### config.mk
export PLATFORM = sky130hd
export DESIGN_NAME = pcx_rle_scanline_decoder
export DESIGN_NICKNAME = d
export VERILOG_FILES = /design/src/pcx_pkg.sv /design/src/pcx_rle_scanline_decoder.sv /design/src/pcx_cfg.sv /design/src/pcx_ctrl.sv /design/src/pcx_dp.sv
export SDC_FILE = /design/constraint.sdc
export NUM_CORES = 1
export LEC_CHECK = 0
export BUFFER_PORTS_ARGS = -buffer_cell sky130_fd_sc_hd__buf_2
export CORE_ASPECT_RATIO = 1.25
export CORE_MARGIN = 10
export CORE_UTILIZATION = 64
export CTS_CLUSTER_SIZE = 8
export DETAILED_ROUTE_END_ITERATION = 8
export PLACE_DENSITY = 0.82
export SLEW_MARGIN = 20
export SYNTH_ARGS = -nofsm -noshare
export SYNTH_HDL_FRONTEND = slang
export SYNTH_SLANG_ARGS = --single-unit
### constraint.sdc
create_clock -name clk -period 7.28 [get_ports clk]
set_clock_uncertainty 0.1 [all_clocks]
set_input_delay 1.456 -clock clk [delete_from_list [all_inputs] [get_ports clk]]
set_output_delay 1.456 -clock clk [all_outputs]
set_load 0.03 [all_outputs]
### src/pcx_pkg.sv
// shared types and constants for the pcx run-length scan-line decoder
// used by every design module of the block; depends on nothing
package pcx_pkg;

    localparam logic [7:0] RUN_MARK = 8'hC0;
    localparam logic [5:0] RUN_MASK = 6'h3F;
    localparam logic [3:0] MAX_PLANES = 4'd8;

    localparam int ADDR_W = 5;

    typedef enum logic [2:0] {
        REG_PLANAR_MODE    = 3'd0,
        REG_BYTES_PER_LINE = 3'd1,
        REG_PLANE_COUNT    = 3'd2,
        REG_IMAGE_WIDTH    = 3'd3,
        REG_IMAGE_HEIGHT   = 3'd4
    } pcx_reg_idx_t;

    typedef enum logic [1:0] {
        ST_IDLE = 2'b01,
        ST_EMIT = 2'b10
    } pcx_state_t;

    typedef struct packed {
        logic        planar_mode;
        logic [15:0] bytes_per_line;
        logic [3:0]  plane_count;
        logic [15:0] image_width;
        logic [15:0] image_height;
    } pcx_cfg_t;

    typedef struct packed {
        logic take;
        logic emit;
    } pcx_cmd_t;

    typedef struct packed {
        logic start_run;
        logic last_write;
    } pcx_stat_t;

endpackage

### src/pcx_rle_scanline_decoder.sv
// top level of the pcx run-length scan-line decoder
// depends on pcx_pkg, pcx_cfg, pcx_ctrl and pcx_dp
//
// Decodes a PCX run-length byte stream into image-buffer writes, one write per
// result transaction. A literal byte is accepted in the idle state and loads the
// output register in the emit state. A repeat prefix is accepted and produces
// nothing; the byte after it is accepted and then expands into up to 63 writes,
// one per cycle while pixel_ready allows, driven by the run counter of the
// datapath. While a run expands, coded_ready is low. The output register lets the
// next byte be taken while the last write still waits for pixel_ready. Registers
// must be set over the APB port while the block is idle; the block does not
// enforce it. After the final row all further bytes are dropped until reset.
module pcx_rle_scanline_decoder (
    input  logic                       clk,
    input  logic                       rst_n,
    input  logic                       psel,
    input  logic                       penable,
    input  logic                       pwrite,
    input  logic [pcx_pkg::ADDR_W-1:0] paddr,
    input  logic [31:0]                pwdata,
    output logic [31:0]                prdata,
    output logic                       pready,
    input  logic                       coded_valid,
    output logic                       coded_ready,
    input  logic [7:0]                 coded_byte,
    output logic                       pixel_valid,
    input  logic                       pixel_ready,
    output logic [31:0]                pixel_address,
    output logic [7:0]                 pixel_data,
    output logic                       write_or,
    output logic [2:0]                 plane_index,
    output logic                       last_of_run,
    output logic                       image_done
);

    pcx_pkg::pcx_cfg_t  cfg;
    pcx_pkg::pcx_cmd_t  cmd;
    pcx_pkg::pcx_stat_t stat;

    assign pready = 1'b1;

    pcx_cfg u_cfg (
        .clk     (clk),
        .rst_n   (rst_n),
        .psel    (psel),
        .penable (penable),
        .pwrite  (pwrite),
        .paddr   (paddr),
        .pwdata  (pwdata),
        .prdata  (prdata),
        .cfg     (cfg)
    );

    pcx_ctrl u_ctrl (
        .clk         (clk),
        .rst_n       (rst_n),
        .coded_valid (coded_valid),
        .coded_ready (coded_ready),
        .pixel_valid (pixel_valid),
        .pixel_ready (pixel_ready),
        .stat        (stat),
        .cmd         (cmd)
    );

    pcx_dp u_dp (
        .clk           (clk),
        .rst_n         (rst_n),
        .cfg           (cfg),
        .cmd           (cmd),
        .stat          (stat),
        .coded_byte    (coded_byte),
        .pixel_address (pixel_address),
        .pixel_data    (pixel_data),
        .write_or      (write_or),
        .plane_index   (plane_index),
        .last_of_run   (last_of_run),
        .image_done    (image_done)
    );

endmodule

### src/pcx_cfg.sv
// apb configuration registers of the pcx decoder
// depends on pcx_pkg
module pcx_cfg (
    input  logic                       clk,
    input  logic                       rst_n,
    input  logic                       psel,
    input  logic                       penable,
    input  logic                       pwrite,
    input  logic [pcx_pkg::ADDR_W-1:0] paddr,
    input  logic [31:0]                pwdata,
    output logic [31:0]                prdata,
    output pcx_pkg::pcx_cfg_t          cfg
);

    pcx_pkg::pcx_cfg_t cfg_reg;
    pcx_pkg::pcx_reg_idx_t idx;
    logic wr_en;

    assign idx   = pcx_pkg::pcx_reg_idx_t'(paddr[pcx_pkg::ADDR_W-1:2]);
    assign wr_en = psel && penable && pwrite;
    assign cfg   = cfg_reg;

    always_ff @(posedge clk or negedge rst_n)
    begin
        if (!rst_n)
        begin
            cfg_reg.planar_mode    <= 1'b0;
            cfg_reg.bytes_per_line <= 16'd1;
            cfg_reg.plane_count    <= 4'd1;
            cfg_reg.image_width    <= 16'd1;
            cfg_reg.image_height   <= 16'd1;
        end
        else if (wr_en)
        begin
            unique case (idx)
                pcx_pkg::REG_PLANAR_MODE:    cfg_reg.planar_mode    <= pwdata[0];
                pcx_pkg::REG_BYTES_PER_LINE: cfg_reg.bytes_per_line <= pwdata[15:0];
                pcx_pkg::REG_PLANE_COUNT:    cfg_reg.plane_count    <= pwdata[3:0];
                pcx_pkg::REG_IMAGE_WIDTH:    cfg_reg.image_width    <= pwdata[15:0];
                pcx_pkg::REG_IMAGE_HEIGHT:   cfg_reg.image_height   <= pwdata[15:0];
                default: ;
            endcase
        end
    end

    always_comb
    begin
        unique case (idx)
            pcx_pkg::REG_PLANAR_MODE:    prdata = {31'd0, cfg_reg.planar_mode};
            pcx_pkg::REG_BYTES_PER_LINE: prdata = {16'd0, cfg_reg.bytes_per_line};
            pcx_pkg::REG_PLANE_COUNT:    prdata = {28'd0, cfg_reg.plane_count};
            pcx_pkg::REG_IMAGE_WIDTH:    prdata = {16'd0, cfg_reg.image_width};
            pcx_pkg::REG_IMAGE_HEIGHT:   prdata = {16'd0, cfg_reg.image_height};
            default:                     prdata = 32'd0;
        endcase
    end

endmodule

### src/pcx_ctrl.sv
// controller of the pcx decoder: byte intake, run expansion and output handshake
// depends on pcx_pkg
module pcx_ctrl (
    input  logic               clk,
    input  logic               rst_n,
    input  logic               coded_valid,
    output logic               coded_ready,
    output logic               pixel_valid,
    input  logic               pixel_ready,
    input  pcx_pkg::pcx_stat_t stat,
    output pcx_pkg::pcx_cmd_t  cmd
);

    pcx_pkg::pcx_state_t state_reg, state_next;
    logic valid_reg, valid_next;
    logic out_free;

    assign out_free    = !valid_reg || pixel_ready;
    assign coded_ready = (state_reg == pcx_pkg::ST_IDLE);
    assign pixel_valid = valid_reg;

    always_comb
    begin
        cmd.take   = 1'b0;
        cmd.emit   = 1'b0;
        state_next = state_reg;
        valid_next = valid_reg && !pixel_ready;
        unique case (state_reg)
            pcx_pkg::ST_IDLE:
            begin
                if (coded_valid)
                begin
                    cmd.take = 1'b1;
                    if (stat.start_run)
                        state_next = pcx_pkg::ST_EMIT;
                end
            end
            pcx_pkg::ST_EMIT:
            begin
                if (out_free)
                begin
                    cmd.emit   = 1'b1;
                    valid_next = 1'b1;
                    if (stat.last_write)
                        state_next = pcx_pkg::ST_IDLE;
                end
            end
            default:
            begin
                state_next = pcx_pkg::ST_IDLE;
            end
        endcase
    end

    always_ff @(posedge clk or negedge rst_n)
    begin
        if (!rst_n)
        begin
            state_reg <= pcx_pkg::ST_IDLE;
            valid_reg <= 1'b0;
        end
        else
        begin
            state_reg <= state_next;
            valid_reg <= valid_next;
        end
    end

endmodule

### src/pcx_dp.sv
// datapath of the pcx decoder: run state, cursor, line and row tracking, output register
// depends on pcx_pkg
module pcx_dp (
    input  logic               clk,
    input  logic               rst_n,
    input  pcx_pkg::pcx_cfg_t  cfg,
    input  pcx_pkg::pcx_cmd_t  cmd,
    output pcx_pkg::pcx_stat_t stat,
    input  logic [7:0]         coded_byte,
    output logic [31:0]        pixel_address,
    output logic [7:0]         pixel_data,
    output logic               write_or,
    output logic [2:0]         plane_index,
    output logic               last_of_run,
    output logic               image_done
);

    logic [5:0]  pending_reg, pending_next;
    logic        armed_reg, armed_next;
    logic [5:0]  rem_reg, rem_next;
    logic [7:0]  byte_reg, byte_next;
    logic [15:0] lbc_reg, lbc_next;
    logic [2:0]  plane_reg, plane_next;
    logic [15:0] row_reg, row_next;
    logic [31:0] ls_reg, ls_next;
    logic [31:0] cursor_reg, cursor_next;
    logic        finished_reg, finished_next;

    logic        is_prefix;
    logic [31:0] cur_inc, ls_inc;
    logic [15:0] lbc_inc;
    logic [16:0] row_inc;
    logic [3:0]  planes_used, plane_inc;
    logic        line_end, plane_last, row_last, done_now;

    assign is_prefix = (coded_byte & pcx_pkg::RUN_MARK) == pcx_pkg::RUN_MARK;

    assign cur_inc   = cursor_reg + (cfg.planar_mode ? 32'd8 : 32'd1);
    assign lbc_inc   = lbc_reg + 16'd1;
    assign ls_inc    = ls_reg + {16'd0, cfg.image_width};
    assign row_inc   = {1'b0, row_reg} + 17'd1;
    assign plane_inc = {1'b0, plane_reg} + 4'd1;

    always_comb
    begin
        priority if (cfg.plane_count == 4'd0)
            planes_used = 4'd1;
        else if (cfg.plane_count > pcx_pkg::MAX_PLANES)
            planes_used = pcx_pkg::MAX_PLANES;
        else
            planes_used = cfg.plane_count;
    end

    assign line_end   = (lbc_inc == cfg.bytes_per_line);
    assign plane_last = (plane_inc >= planes_used);
    assign row_last   = (row_inc >= {1'b0, cfg.image_height});
    assign done_now   = line_end && plane_last && row_last;

    assign stat.start_run  = !finished_reg &&
                             (armed_reg ? (pending_reg != 6'd0) : !is_prefix);
    assign stat.last_write = (rem_reg == 6'd1) || done_now;

    always_comb
    begin
        pending_next  = pending_reg;
        armed_next    = armed_reg;
        rem_next      = rem_reg;
        byte_next     = byte_reg;
        lbc_next      = lbc_reg;
        plane_next    = plane_reg;
        row_next      = row_reg;
        ls_next       = ls_reg;
        cursor_next   = cursor_reg;
        finished_next = finished_reg;
        if (cmd.take && !finished_reg)
        begin
            byte_next = coded_byte;
            priority if (armed_reg)
            begin
                armed_next   = 1'b0;
                pending_next = 6'd0;
                rem_next     = pending_reg;
            end
            else if (is_prefix)
            begin
                armed_next   = 1'b1;
                pending_next = coded_byte[5:0] & pcx_pkg::RUN_MASK;
            end
            else
            begin
                rem_next = 6'd1;
            end
        end
        if (cmd.emit)
        begin
            rem_next = rem_reg - 6'd1;
            if (line_end)
            begin
                lbc_next = 16'd0;
                if (plane_last)
                begin
                    plane_next    = 3'd0;
                    ls_next       = ls_inc;
                    cursor_next   = ls_inc;
                    row_next      = row_inc[15:0];
                    finished_next = row_last;
                end
                else
                begin
                    plane_next  = plane_inc[2:0];
                    cursor_next = ls_reg;
                end
            end
            else
            begin
                lbc_next    = lbc_inc;
                cursor_next = cur_inc;
            end
        end
    end

    always_ff @(posedge clk or negedge rst_n)
    begin
        if (!rst_n)
        begin
            pending_reg  <= 6'd0;
            armed_reg    <= 1'b0;
            rem_reg      <= 6'd0;
            lbc_reg      <= 16'd0;
            plane_reg    <= 3'd0;
            row_reg      <= 16'd0;
            ls_reg       <= 32'd0;
            cursor_reg   <= 32'd0;
            finished_reg <= 1'b0;
        end
        else
        begin
            pending_reg  <= pending_next;
            armed_reg    <= armed_next;
            rem_reg      <= rem_next;
            lbc_reg      <= lbc_next;
            plane_reg    <= plane_next;
            row_reg      <= row_next;
            ls_reg       <= ls_next;
            cursor_reg   <= cursor_next;
            finished_reg <= finished_next;
        end
    end

    always_ff @(posedge clk)
    begin
        byte_reg <= byte_next;
        if (cmd.emit)
        begin
            pixel_address <= cursor_reg;
            pixel_data    <= byte_reg;
            write_or      <= cfg.planar_mode;
            plane_index   <= cfg.planar_mode ? plane_reg : 3'd0;
            last_of_run   <= (rem_reg == 6'd1) || done_now;
            image_done    <= done_now;
        end
    end

endmodule

## Word level (Yosys, flattened, before mapping)

Index checks and enable logic that the tools add are counted.

- $add $sub $neg: 6
- Order comparisons: 3
- Equality and inequality tests: 14
- Multiplexer cells: 28
- Reduce and logical (&&, ||, !) cells: 28

Operators by type and width:

| kind | count |
|---|---|
| 16-bit case mux with 5 select lines | 1 |
| 32-bit two-way mux | 2 |
| 6-bit two-way mux | 6 |
| 32-bit by 16-bit adder with 32-bit output | 1 |
| 32-bit adder | 1 |
| 16-bit by 1-bit adder with 17-bit output, second input constant | 1 |
| 17-bit by 16-bit >= comparator with 1-bit output | 1 |
| 16-bit by 1-bit adder with 16-bit output, second input constant | 1 |
| 16-bit == test | 1 |
| 16-bit two-way mux | 1 |
| 2-bit AND reduction | 8 |
| 4-bit two-way mux | 3 |
| 1-bit two-way mux | 9 |
| 2-bit two-way mux | 4 |
| 1-bit logical AND | 7 |
| 3-bit by 2-bit == test with 1-bit output, second input constant | 2 |
| 6-bit by 1-bit == test with 1-bit output, second input constant | 1 |
| 6-bit nonzero test | 1 |
| 6-bit by 1-bit subtractor with 6-bit output, second input constant | 1 |
| 3-bit by 1-bit adder with 4-bit output, second input constant | 1 |
| 2-bit == test, second input constant | 2 |
| 4-bit >= comparator | 1 |
| 4-bit > comparator, second input constant | 1 |
| 1-bit logical NOT | 4 |
| 14 further kinds | 18 |

- Bits in registers: 223
- Input bits: 52
- Output and inout bits: 81

## Logic depth before layout (Yosys ltp)

Gate-level depths: netlist of run 1.

- Depth after elaboration: 10
- Mapped depth: 13
- Mapped depth without buffers: 13

## By module

Synthesis of run 1 repeated with hierarchy kept, for this count alone.

- Cells, all modules: 1207
- Area total of the unflattened synthesis: 12568.3 µm²

By module, submodules not included:

| module | times used | cells an instance | area each (µm²) | seq. area each (µm²) |
|---|---|---|---|---|
| pcx_dp | 1 | 1009 | 9825.7 | 4449.3 |
| pcx_cfg | 1 | 184 | 2577.5 | 1331.3 |
| pcx_ctrl | 1 | 12 | 153.9 | 76.3 |
| pcx_rle_scanline_decoder | 1 | 2 | 11.3 | 0.0 |

## Least setup slack after synthesis of run 1

Ideal clock, no wire load.

- Kind: input port to output port
- Start point: input paddr[3] (netlist bit)
- End point: output prdata[10]
- Arrival time: 3.104 ns
- Required time: 5.724 ns
- Slack: 2.620 ns
- Cell stages on the path: 4
- Buffers on the path: 2
- Cells stage by stage: clkbuf_1 buf_1 mux2i_1 o21ai_0

- Cells in the longest elaborated chain, start to end: 2

RTL lines:

| element | RTL line | RTL |
|---|---|---|
| from (decl) | pcx_rle_scanline_decoder.sv:19 | `input logic [pcx_pkg::ADDR_W-1:0] paddr,` |
| 3-bit == test, or another cell as far along | pcx_cfg.sv:48 | `unique case (idx)` |
| 16-bit case mux with 5 select lines (*) | pcx_cfg.sv:48 |  |
| to (decl) | pcx_rle_scanline_decoder.sv:21 | `output logic [31:0] prdata,` |

Mark *: on every way between the ends. The rest lies on a longest branch, timed or not.

## Final worst setup path of run 1

- Start point: input paddr[3] (netlist bit)
- End point: output prdata[11]

The elaborated chain is that of the path after synthesis.

==> results.txt, run 1 <==
----------------------------------------------------
[Outcome]
  Status ... complete, no violations

[Cells and area]
  Area added between synthesis and finish ... 11.6%
  Area taken by multi-input logic gates ... between 0.006 and 0.007 mm²
  Register cell area after layout ... 0.00586 mm²
  Antenna diode count ... 0
  Layout fillers ... 1,425
  Share of final-layout standard cells stronger than drive strength 1 ... between 10% and 20%
  Number of nets in the finished design ... 1,419
  Cell area after layout ... 0.0141 mm²
  Final cell utilization of the core ... 72.5%
  Flip-flop count of the largest register after layout ... 53

[Logic synthesis]
  Share of the synthesized area in the top cell type ... between 30% and 40%
  Synthesized-area fraction occupied by xor and xnor cells ... under 10%
  FFs w/ async S/R, synth ... 75.8%
  Top post-synthesis cells by area ... dfrtp_1, edfxtp_1, xnor2_1
  Number of synthesis warnings ... 0
  Share of synthesized cell area in full adder, half adder and majority cells ... 4.53%
  Synth Flop Type ... dfrtp_1
  Number of unique standard cell types used by synthesis ... 84
  Number of enable-type register cells in the synthesized netlist ... 54
  Post-synthesis register bit count ... roughly 220
  Synth Area in Simple Gates ... 17.2%
  Instance count of the mapped netlist ... 1,244
  Area fraction in compound gates after synthesis ... 12.3%
  Sequential area share after synthesis ... 46.5%
  Post-Synthesis Mean Instance Area ... 10.1 µm²
  Post-synth design cell area ... 0.0126 mm²
  Yosys top cell by area ... dfrtp_1
  Combinational family with the most area after synthesis ... simple AND/OR/NAND/NOR gates
  Share of synthesized area spent on multiplexers ... 6.81%

[Timing]
  Achievable frequency ... ~0.21 GHz
  Final count of hold timing violations ... 0
  Sum Neg Setup Slack ... 0 ns
  Number of pins with negative max-slew slack in the final report ... 0
  Min Clock Period, post-route ... approximately 4.8 ns
  Transition time at the pin with the least slew margin ... about 1.1 ns
  RSZ-0062 raised after global routing ... no
  Worst slew margin relative to its limit ... 27.4%
  Post-layout worst setup margin ... 2.52 ns
  Final clock period utilization by the worst path ... 65.4%
  Count of endpoints failing setup in the final report ... 0

[Drt]
  Remaining antenna violation count ... 0
  Number of search-and-repair iterations in the first detailed-routing pass ... 5
  DRC errors left ... 0
  Per-cell via count in the routed design ... 6.13
  Drt wl/cell ... 19.7 µm
  Vias post-DR ... 9,880
  Post-Route WL ... 31,800 µm
  Initial DRC Count ... approximately 660

[Die]
  Total Die Area ... 0.0257 mm²
  Ports placed on the boundary ... around 130
  Height of the die ... 177 µm
  Area inside the core boundary ... 0.0194 mm²
  Starting density of the core ... 65.0%
  Standard-cell row count ... 57
  Die W ... between 100 and 150 µm

[CTS]
  Clk sink count ... 223
  Cts hold-fix bufs ... 0
  Deepest clock path buffer count ... 3
  Clock-pin slew on the worst setup and hold paths ... roughly 0.050 ns
  Number of instances resized during post-cts repair ... 0
  Number of levels in the clock H-tree ... 1
  Number of CTS-inserted buffers ... 31
  Buffer cell driving the clock tree root ... clkbuf_16
  Post-CTS setup-driven buffer insertion count ... 0
  Clock insertion delay at the later pin of the skew report ... 0.54 ns
  Clock tree from TritonCTS ... built

[Power and ir drop]
  Total design power ... about 4000 µW
  Static Leak ... 0.00626 µW
  Peak VDD IR ... 0.000221 V
  Power density cells ... roughly 290 mW/mm²

[Worst setup path]
  Kind of start point of the critical path ... primary input
  Required time at the worst-slack endpoint ... 5.72 ns
  Setup Crit Path Kind ... in2out
  Slowest stage cell on the critical path ... and2_0
  List of cells traversed by the critical path ... buf_2 -> nor2_1 -> and2_0 -> nand2_1 -> o21ai_0 -> buf_2
  Maximum fanout count along the critical path ... 21
  Cell with the most instances on the worst path ... buf_2
  Nature of the critical path endpoint ... primary output
  Longest individual stage delay on the worst path ... 0.70 ns
  Arrival time of data at the critical path endpoint ... 3.21 ns

[Placement]
  Post-detailed-placement half-perimeter wirelength ... 22,500 µm
  Setup Slack @ Placement ... ~2.6 ns
  Port buffer count ... 97
  Gpl congestion ... 0.929
  Placed standard-cell area ... around 0.013 mm²

[Global route]
  Number of global-route vias before repair ... 10,100
  Antenna violations before repair ... 0
  Maximum number of pins on one net before global-route repair ... 70
  Overall fraction of global-route tracks in use ... 24.4%
  Global-route congestion overflow total ... 0
  Wire length of the first global-routing pass ... 51,900 µm

[Job]
  Number of violations of the max-capacitance limit ... 0

[Hold path]
  Min-Delay Path Class ... reg2reg

----------------------------------------------------
## report_power, final
part	internal, µW	leakage [µW]	switching (µW)
logic	365	0.00321	665
registers	1500	0.00264	197
clock network	792	0.000413	517
total	2660	0.00626	1380
## cell families (layout without fill, tap and decap cells)
logic type	after synthesis	in the layout
xor+xnor	119	119
flops	223	223
fa+ha+maj	45	45
mux	80	80
other cells	2	17
buf+inv	116	203
simple gates	413	413
compound gates	246	246
## cells in the mapped netlist (all sizes together), types with 8 or more instances
| library cell | n |
|---|---|
| nand2 | 116 |
| nor4 | 17 |
| xor2 | 43 |
| nor2b | 11 |
| and4 | 12 |
| mux2 | 46 |
| clkbuf | 37 |
| a21o | 12 |
| xnor2 | 76 |
| or3 | 10 |
| dfrtp | 164 |
| mux2i | 34 |
| inv | 39 |
| ha | 44 |
| nor3 | 25 |
| nand2b | 8 |
| nand3 | 47 |
| buf | 40 |
| a211oi | 12 |
| nand4 | 22 |
| and2 | 10 |
| edfxtp | 54 |
| nor2 | 88 |
| and3 | 24 |
| o21ai | 77 |
| a21oi | 64 |
| o21a | 9 |
## placed cells by master (no fill, tap or decap), drive strengths merged, types with 7 or more instances in the layout
cell type	instances
clkbuf	57
o21ai	77
edfxtp	54
a21o	12
conb	17
o21a	9
a21oi	64
inv	39
buf	107
nand3	47
nand2	116
nor3	25
nor2b	11
a211oi	12
nor2	88
ha	44
nor4b	7
mux2i	34
nand4	22
and3	24
a22oi	7
dfrtp	164
or3	10
nand2b	8
mux2	46
and2	10
xnor2	76
and4	12
xor2	43
nor4	17
## worst paths after layout
check / start / slack, ns / cells past startpoint / to
max: paddr[3] / 2.52 / 6 / prdata[11]
min: u_dp.byte_reg[1]$_DFFE_PP_ / 0.32 / 0 / u_dp.pixel_data[1]$_DFFE_PP_
max reg2reg: u_dp.row_reg[0]$_DFFE_PN0P_ / 3.20 / 12 / u_dp.last_of_run$_DFFE_PP_
min reg2reg: u_dp.byte_reg[1]$_DFFE_PP_ / 0.32 / 0 / u_dp.pixel_data[1]$_DFFE_PP_
max in group asynchronous: rst_n / 5.09 / 2 / u_cfg.cfg[42]$_DFFE_PN0P_
min in group asynchronous: rst_n / 0.74 / 1 / u_dp.cursor_reg[30]$_DFFE_PN0P_
## routing by layer
layer / up-vias / GRT usage (%) / part of all wire, %
met5: - / 0 / 0
met4: 0 / 10.5 / 3.8
met3: 75 / 3.76 / 5.4
met2: 332 / 43.3 / 51
met1: 4857 / 29.0 / 40
li1: 4616 / - / -
## layout make-up
| class | count | area share [%] |
|---|---|---|
| repair buffers | 107 | 4.03 |
| clock buffers | 57 | 6.21 |
| well taps | 265 | 2.36 |
| flip-flops and latches | 223 | 41.7 |
| inverters | 39 | 1.04 |
| multi-input cells | 920 | 44.7 |
## critical path, delay by kind of cell
| family | cells | cell delay (ns) |
|---|---|---|
| AOI/OAI and AO/OA | 1 | 0.14 |
| buffers and inverters | 2 | 0.55 |
| and+or+nand+nor | 3 | 1.04 |
## through the flow
step / hold WS (ns) / instances
after floorplan: 0.300 / 1259
after global placement: 0.301 / 1554
after detailed placement: 0.305 / 1554
after CTS: 0.320 / 1611
after global routing: 0.327 / 1611
final: 0.317 / 1611
No activity file was read; power rests on OpenSTA's default activity.
==> inputs of run 2 (changes only) <==
--- a/config.mk
+++ b/config.mk
@@ -8,10 +8,10 @@
 export BUFFER_PORTS_ARGS = -buffer_cell sky130_fd_sc_hd__buf_2
 export CORE_ASPECT_RATIO = 1.25
 export CORE_MARGIN = 10
-export CORE_UTILIZATION = 64
+export CORE_UTILIZATION = 60
 export CTS_CLUSTER_SIZE = 8
 export DETAILED_ROUTE_END_ITERATION = 8
-export PLACE_DENSITY = 0.82
+export PLACE_DENSITY = 0.77
 export SLEW_MARGIN = 20
 export SYNTH_ARGS = -nofsm -noshare
 export SYNTH_HDL_FRONTEND = slang
==> constraint.sdc (replaced) <==
create_clock -name clk -period 4.7 [get_ports clk]
set_clock_uncertainty 0.1 [all_clocks]
set_input_delay 0.94 -clock clk [delete_from_list [all_inputs] [get_ports clk]]
set_output_delay 0.94 -clock clk [all_outputs]
set_load 0.03 [all_outputs]
==> results.txt, run 2 (synthesis results as in run 1) <==
----------------------------------------------------
[Global route]
  Wire length of the first global-routing pass ... 52,600 µm (+1.4%)
  Number of global-route vias before repair ... 10,200 (+0.88%)
  Antenna violations before repair ... 0 (unchanged)
  Maximum number of pins on one net before global-route repair ... 95 (+36%)
  Overall fraction of global-route tracks in use ... 23.5% (-0.90 points)
  Global-route congestion overflow total ... 0 (unchanged)

[Power and ir drop]
  Clock share of power ... 32.1% (-0.3 points)
  Total design power ... 6290 µW (+56%)
  Share of total power consumed by net switching ... 34.6% (+0.44 points)
  Peak VDD IR ... 0.000318 V (+44%)
  Net switching component of the power ... 2170 µW (+58%)
  Internal Dissipation ... 4120 µW (+55%)
  Power density cells ... 445 mW/mm² (+55%)
  Combinational group share of total power ... 25.9% (+0.4 points)
  Static Leak ... 0.00631 µW (+0.75%)
  Part of the total power dissipated in sequential elements ... 42.0% (about the same)

[Worst setup path]
  Maximum fanout count along the critical path ... 5 (-76%)
  Reg-to-Reg Start ... u_dp.row_reg[0]$_DFFE_PN0P_
  Buf/Inv on CP ... 0 (-2)
  Cell with the most instances on the worst path ... and3_1
  Longest individual stage delay on the worst path ... 0.45 ns (-0.25 ns)
  Cell family with the largest share of critical-path delay ... simple AND/OR/NAND/NOR gates
  Kind of start point of the critical path ... flip-flop
  Nature of the critical path endpoint ... flip-flop
  Arrival time of data at the critical path endpoint ... 4.05 ns (+0.84 ns)
  Slowest stage cell on the critical path ... a2111oi_0
  Required time at the worst-slack endpoint ... 4.90 ns (-0.82 ns)
  Worst setup slack for register-to-register paths ... 0.85 ns (-2.35 ns)
  List of cells traversed by the critical path ... ha_1 -> and3_1 -> and3_1 -> and2_1 -> nand3_1 -> xnor2_1 -> ha_1 -> nand4_1 -> nor2_1 -> a2111oi_0 -> o21ai_0 -> and3_1 -> or2_2
  Length in cells of the worst reg-to-reg path ... 13 (+1)
  Setup Crit Path Kind ... reg2reg
  R2R Path End ... u_dp.last_of_run$_DFFE_PP_

[Die]
  Standard-cell row count ... 59 (+3.5%)
  Starting density of the core ... 60.7% (-4.2 points)
  Die W ... 150 µm (+2.8%)
  Height of the die ... 182 µm (+2.9%)
  Total Die Area ... 0.0272 mm² (+5.8%)
  Area inside the core boundary ... 0.0207 mm² (+6.9%)
  Ports placed on the boundary ... 133 (unchanged)

[Placement]
  Post-detailed-placement half-perimeter wirelength ... 23,200 µm (+3.1%)
  Gpl congestion ... 0.913 (-1.7%)
  Port buffer count ... 97 (unchanged)

[CTS]
  Post-CTS setup-driven buffer insertion count ... 0 (unchanged)
  Clock tree from TritonCTS ... built
  Clock-pin slew on the worst setup and hold paths ... 0.06 ns (about the same)
  Number of levels in the clock H-tree ... 1 (unchanged)
  Buffer cell driving the clock tree root ... clkbuf_16
  Clock insertion delay at the later pin of the skew report ... 0.55 ns (about the same)
  Number of instances resized during post-cts repair ... 0 (unchanged)
  Clk sink count ... 223 (unchanged)
  Deepest clock path buffer count ... 3 (unchanged)
  Number of CTS-inserted buffers ... 31 (unchanged)
  Cts hold-fix bufs ... 0 (unchanged)

[Hold path]
  Min-Delay Path Class ... reg2reg
  Worst Hold Path EP ... u_dp.pixel_data[1]$_DFFE_PP_
  Worst hold path depth ... 0 (unchanged)
  Launch instance of the worst min-delay path ... u_dp.byte_reg[1]$_DFFE_PP_

[Timing]
  Min Clock Period, post-route ... 3.85 ns
  Count of endpoints failing setup in the final report ... 0 (unchanged)
  RSZ-0062 raised after global routing ... no
  Worst slew margin relative to its limit ... 41.1% (+14 points)
  Transition time at the pin with the least slew margin ... 0.861 ns (-0.201 ns)
  Final count of hold timing violations ... 0 (unchanged)
  Sum Neg Setup Slack ... 0 ns (unchanged)
  Achievable frequency ... between 0.2 and 0.3 GHz
  Final clock period utilization by the worst path ... 82.0%
  Number of pins with negative max-slew slack in the final report ... 0 (unchanged)

[Cells and area]
  Area added between synthesis and finish ... 12.1%
  Antenna diode count ... 0 (unchanged)
  Commonest cells after routing, fill and taps aside ... dfrtp_1, nand2_1, buf_2
  Flip-flop count of the largest register after layout ... 53 (unchanged)
  Number of nets in the finished design ... 1,429 (+0.70%)
  Most common cell after layout, fill and taps aside ... dfrtp_1
  Register cell area after layout ... 0.00586 mm² (unchanged)
  Area taken by multi-input logic gates ... 0.00627 mm² (-0.14%)
  Layout fillers ... 1,651 (+16%)
  Share of final-layout standard cells stronger than drive strength 1 ... 16.8% (+0.61 points)

[Drt]
  Post-Route WL ... 32,600 µm (+2.5%)
  Per-cell via count in the routed design ... 6.13 (about the same)
  Number of search-and-repair iterations in the first detailed-routing pass ... 5 (unchanged)
  Vias post-DR ... 9,965 (+0.86%)
  DRC errors left ... 0 (unchanged)
  Remaining antenna violation count ... 0 (unchanged)
  Initial DRC Count ... 729 (+10%)
  Drt wl/cell ... 20.0 µm (+1.6%)

[Job]
  Number of violations of the max-capacitance limit ... 0 (unchanged)

[Outcome]
  Status ... complete, no violations

----------------------------------------------------
-- run 2: changes by cell type in the layout (fill, tap and decap cells not counted), sizes merged --
cell    delta
buf       +10
clkbuf     -6
inv        +1
-- run 2: worst max path at each step --
stage | cells after the start | end | startpoint | slack, ns
detailed placement | 12 | u_dp.last_of_run$_DFFE_PP_ | u_dp.row_reg[0]$_DFFE_PN0P_ | 0.86
CTS | 12 | u_dp.last_of_run$_DFFE_PP_ | u_dp.row_reg[0]$_DFFE_PN0P_ | 0.86
global placement | 12 | u_dp.last_of_run$_DFFE_PP_ | u_dp.row_reg[0]$_DFFE_PN0P_ | 0.89
global route | 13 | u_dp.last_of_run$_DFFE_PP_ | u_dp.row_reg[0]$_DFFE_PN0P_ | 0.53
finish | 13 | u_dp.last_of_run$_DFFE_PP_ | u_dp.row_reg[0]$_DFFE_PN0P_ | 0.85
floorplan | 7 | u_dp.cursor_reg[2]$_DFFE_PN0P_ | pixel_ready | 1.00
-- run 2: per-layer routing --
layer / up-vias / part of all wire (%) / GRT usage [%]
li1: 4610 / - / -
met1: 4938 / 39 / 28.0
met2: 342 / 52 / 41.4
met3: 75 / 5.6 / 3.56
met4: 0 / 3.3 / 9.08
met5: - / 0 / 0
-- run 2: power groups by stage --
| stage | Clock, µW | Sequential [µW] | Combinational [µW] |
|---|---|---|---|
| after floorplan | 0 | 2670 | 1090 |
| after global placement | 0 | 2630 | 1560 |
| after detailed placement | 0 | 2650 | 1600 |
| after CTS | 2040 | 2630 | 1630 |
| after global routing | 2120 | 2680 | 1780 |
| final | 2020 | 2640 | 1630 |
-- run 2: worst register-to-register path: stages, from the launching register on --
cell       delay, ns
dfrtp_1         0.41
ha_1            0.22
and3_1          0.24
and3_1          0.32
and2_1          0.22
nand3_1         0.12
xnor2_1         0.15
ha_1            0.29
nand4_1         0.12
nor2_1          0.06
a2111oi_0       0.45
o21ai_0         0.35
and3_1          0.27
or2_2           0.29
-- run 2: final cells by class --
| cell class | instances | share of cell area [%] |
|---|---|---|
| Multi-Input combinational cell | 920 | 44.4 |
| Sequential cell | 223 | 41.5 |
| Clock buffer | 51 | 6.02 |
| Timing Repair Buffer | 117 | 4.55 |
| Tap cell | 274 | 2.43 |
| Inverter | 39 | 1.04 |
| Clock inverter | 1 | 0.0620 |
-- run 2: through the flow --
stage	utilization [%]	hold slack (ns)	cells	setup slack, ns	cell area, µm²
3_5_place_dp	63.9	0.308	1573	0.864	13300
4_1_cts	68.1	0.320	1625	0.865	14100
2_1_floorplan	-	0.300	1259	1.00	12700
6_report	68.1	0.318	1625	0.845	14100
5_1_grt	68.1	0.322	1625	0.529	14100
3_3_place_gp	63.9	0.301	1573	0.890	13300
==> inputs of run 3 (changes only) <==
--- a/config.mk
+++ b/config.mk
@@ -5,6 +5,7 @@
 export SDC_FILE = /design/constraint.sdc
 export NUM_CORES = 1
 export LEC_CHECK = 0
+export ABC_AREA = 1
 export BUFFER_PORTS_ARGS = -buffer_cell sky130_fd_sc_hd__buf_2
 export CORE_ASPECT_RATIO = 1.25
 export CORE_MARGIN = 10
==> constraint.sdc (replaced) <==
create_clock -name clk -period 4 [get_ports clk]
set_clock_uncertainty 0.1 [all_clocks]
set_input_delay 0.8 -clock clk [delete_from_list [all_inputs] [get_ports clk]]
set_output_delay 0.8 -clock clk [all_outputs]
set_load 0.03 [all_outputs]
==> results.txt, run 3 <==
----------------------------------------------------
[Timing]
  Number of pins with negative max-slew slack in the final report ... 0 (unchanged)
  Final count of hold timing violations ... 0 (unchanged)
  RSZ-0062 raised after global routing ... no
  Transition time at the pin with the least slew margin ... 0.977 ns (+0.116 ns)
  Worst slew margin relative to its limit ... 34.7% (-6.4 points)
  Achievable frequency ... 0.290 GHz (+12%)
  Count of endpoints failing setup in the final report ... 0 (unchanged)
  Min Clock Period, post-route ... 3.45 ns (-0.406 ns)
  Sum Neg Setup Slack ... 0 ns (unchanged)
  Final-layout worst hold slack ... 0.0759 ns (-0.242 ns)
  Final clock period utilization by the worst path ... 86.2% (+4.2 points)

[Logic synthesis]
  Instance count of the mapped netlist ... 1,533 (+23%)
  FFs w/ async S/R, synth ... 75.8% (unchanged)
  Share of the synthesized area in the top cell type ... 33.2% (+0.67 points)
  Post-Synthesis Mean Instance Area ... 8.05 µm² (-20%)
  Most common cell in the netlist ... nand2_1
  Number of enable-type register cells in the synthesized netlist ... 54 (unchanged)
  Sequential area share after synthesis ... 47.4% (+0.96 points)
  Most frequent cells after synthesis ... nand2_1, inv_1, dfrtp_1, o21ai_0, nand3_1
  Synth Flop Type ... dfrtp_1
  Number of unique standard cell types used by synthesis ... 50 (-40%)
  Post-synthesis register bit count ... 223 (unchanged)
  Top post-synthesis cells by area ... dfrtp_1, edfxtp_1, nand2_1
  Number of synthesis warnings ... 0 (unchanged)
  Post-synth design cell area ... 0.0123 mm² (-2.0%)
  Yosys top cell by area ... dfrtp_1

[CTS]
  Clk sink count ... 223 (unchanged)
  Clock insertion delay at the later pin of the skew report ... 0.56 ns (about the same)
  Buffer cell driving the clock tree root ... clkbuf_16
  Number of instances resized during post-cts repair ... 0 (unchanged)
  Cts hold-fix bufs ... 0 (unchanged)
  Number of levels in the clock H-tree ... 1 (unchanged)
  Clock-pin slew on the worst setup and hold paths ... 0.06 ns (about the same)
  Number of CTS-inserted buffers ... 31 (unchanged)
  Deepest clock path buffer count ... 3 (unchanged)
  Post-CTS setup-driven buffer insertion count ... 0 (unchanged)
  Clock tree from TritonCTS ... built

[Global route]
  Antenna violations before repair ... 0 (unchanged)
  Overall fraction of global-route tracks in use ... 25.0% (+1.4 points)
  Global-route congestion overflow total ... 0 (unchanged)
  Wire length of the first global-routing pass ... 54,300 µm (+3.3%)
  Maximum number of pins on one net before global-route repair ... 63 (-34%)
  Number of global-route vias before repair ... 10,700 (+4.5%)

[Placement]
  Post-detailed-placement half-perimeter wirelength ... 25,100 µm (+8.2%)
  Port buffer count ... 97 (unchanged)
  Placed standard-cell area ... 0.0130 mm² (-1.7%)
  Gpl congestion ... 0.963 (+5.5%)

[Cells and area]
  Share of final-layout standard cells stronger than drive strength 1 ... 11.1% (-5.7 points)
  Area added between synthesis and finish ... 12.8%
  Layout fillers ... 1,710 (+3.6%)
  Area taken by multi-input logic gates ... 0.00549 mm² (-13%)
  Antenna diode count ... 0 (unchanged)
  Register cell area after layout ... 0.00586 mm² (unchanged)
  Flip-flop count of the largest register after layout ... 53 (unchanged)
  Cell area after layout ... 0.0139 mm² (-1.4%)
  Most common cell after layout, fill and taps aside ... nand2_1
  Number of nets in the finished design ... 1,734 (+21%)
  Commonest cells after routing, fill and taps aside ... nand2_1, inv_1, dfrtp_1

[Drt]
  Remaining antenna violation count ... 0 (unchanged)
  Vias post-DR ... 10,700 (+7.7%)
  Number of search-and-repair iterations in the first detailed-routing pass ... 6 (+1)
  Top layer in use ... met4
  DRC errors left ... 0 (unchanged)
  Post-Route WL ... 33,500 µm (+3.0%)
  Wire length on met3 ... 2150 µm (+19%)
  Initial DRC Count ... 749 (+2.7%)
  Per-cell via count in the routed design ... 5.56 (-9.3%)
  M1 WL ... 12,700 µm (-0.90%)
  Drt wl/cell ... 17.4 µm (-13%)
  DR WL met2 ... 17,100 µm (+1.9%)

[Outcome]
  Status ... complete, no violations

[Power and ir drop]
  Total design power ... 7360 µW (+17%)
  Power density cells ... 529 mW/mm² (+19%)
  Static Leak ... 0.00700 µW (+11%)
  Peak VDD IR ... 0.000392 V (+23%)

[Die]
  Height of the die ... 180 µm (-0.91%)
  Die W ... 148 µm (-0.88%)
  Starting density of the core ... 61.2% (+0.45 points)
  Standard-cell row count ... 58 (-1.7%)
  Ports placed on the boundary ... 133 (unchanged)
  Area inside the core boundary ... 0.0202 mm² (-2.7%)
  Total Die Area ... 0.0267 mm² (-1.8%)

[Job]
  Number of violations of the max-capacitance limit ... 0 (unchanged)

[Worst setup path]
  Required time at the worst-slack endpoint ... 4.39 ns (-0.51 ns)
  Setup Crit Path Kind ... reg2reg
  Arrival time of data at the critical path endpoint ... 3.83 ns (-0.22 ns)
  Maximum fanout count along the critical path ... 3 (-2)
  Kind of start point of the critical path ... flip-flop
  Nature of the critical path endpoint ... flip-flop

[Hold path]
  Min-Delay Path Class ... in2async

----------------------------------------------------
## run 3: critical path: stages (launching register included)
cell and delay, ns:
dfrtp_1 0.39, ha_1 0.20, nand3_1 0.14, nor2_1 0.21
inv_1 0.06, nor2_1 0.18, nand4_1 0.18, xor2_1 0.20
ha_1 0.33, nand2_1 0.08, nor2_1 0.11, nand4_1 0.12
inv_1 0.07, nand3b_1 0.07, nand3_1 0.23, nand2_1 0.16
o21ai_0 0.26, nand2_1 0.11, a21oi_1 0.17
## run 3: kinds of logic (layout without fill, tap and decap cells)
| family | after synthesis | count (layout) | synth area share (%) |
|---|---|---|---|
| simple gates | 727 | 727 | 25.1 |
| buf+inv | 254 | 366 | 8.62 |
| compound gates | 236 | 236 | 10.8 |
| flops | 223 | 223 | 47.4 |
| xor+xnor | 46 | 46 | 3.38 |
| fa+ha+maj | 45 | 45 | 4.62 |
| other cells | 2 | 17 | 0.0608 |
## run 3: path summary, 6_finish.rpt
check / cells past startpoint / endpoint / start / slack (ns)
min: 1 / u_dp.row_reg[12]$_DFFE_PN0P_ / rst_n / 0.08
max reg2reg: 18 / u_ctrl.state_reg[0]$_DFFE_PN1P_ / u_dp.row_reg[0]$_DFFE_PN0P_ / 0.55
min reg2reg: 0 / u_dp.pixel_data[3]$_DFFE_PP_ / u_dp.byte_reg[3]$_DFFE_PP_ / 0.32
max in group asynchronous: 2 / u_dp.ls_reg[25]$_DFFE_PN0P_ / rst_n / 2.88
max: 18 / u_ctrl.state_reg[0]$_DFFE_PN1P_ / u_dp.row_reg[0]$_DFFE_PN0P_ / 0.55
min in group clk: 0 / u_dp.pixel_data[3]$_DFFE_PP_ / u_dp.byte_reg[3]$_DFFE_PP_ / 0.32
## run 3: per-stage QoR
step	setup slack [ns]	utilization [%]	std cells
floorplan	0.534	-	1548
global placement	0.690	64.6	1874
detailed placement	0.615	64.6	1874
CTS	0.586	69.0	1930
global route	0.257	69.0	1930
finish	0.551	69.0	1930
## run 3: area by class of cell
type / count / share of cell area, %
inverter: 200 / 5.39
tap: 270 / 2.43
clock inverter: 1 / 0.144
multi-input combinational: 1071 / 39.4
sequential: 223 / 42.1
clock buffer: 55 / 6.22
timing repair buffer: 110 / 4.32
## run 3: per-layer routing
layer  vias up  GRT usage [%]
met5         -              0
met4         0           11.0
met3        78           4.45
met2       345           43.8
met1      5107           29.1
li1       5205              -
## run 3: where the power goes
| part | total, µW | internal, µW | switching [µW] |
|---|---|---|---|
| combinational | 1900 | 600 | 1300 |
| clock | 2430 | 1440 | 983 |
| sequential | 3030 | 2730 | 304 |
| total | 7360 | 4780 | 2590 |
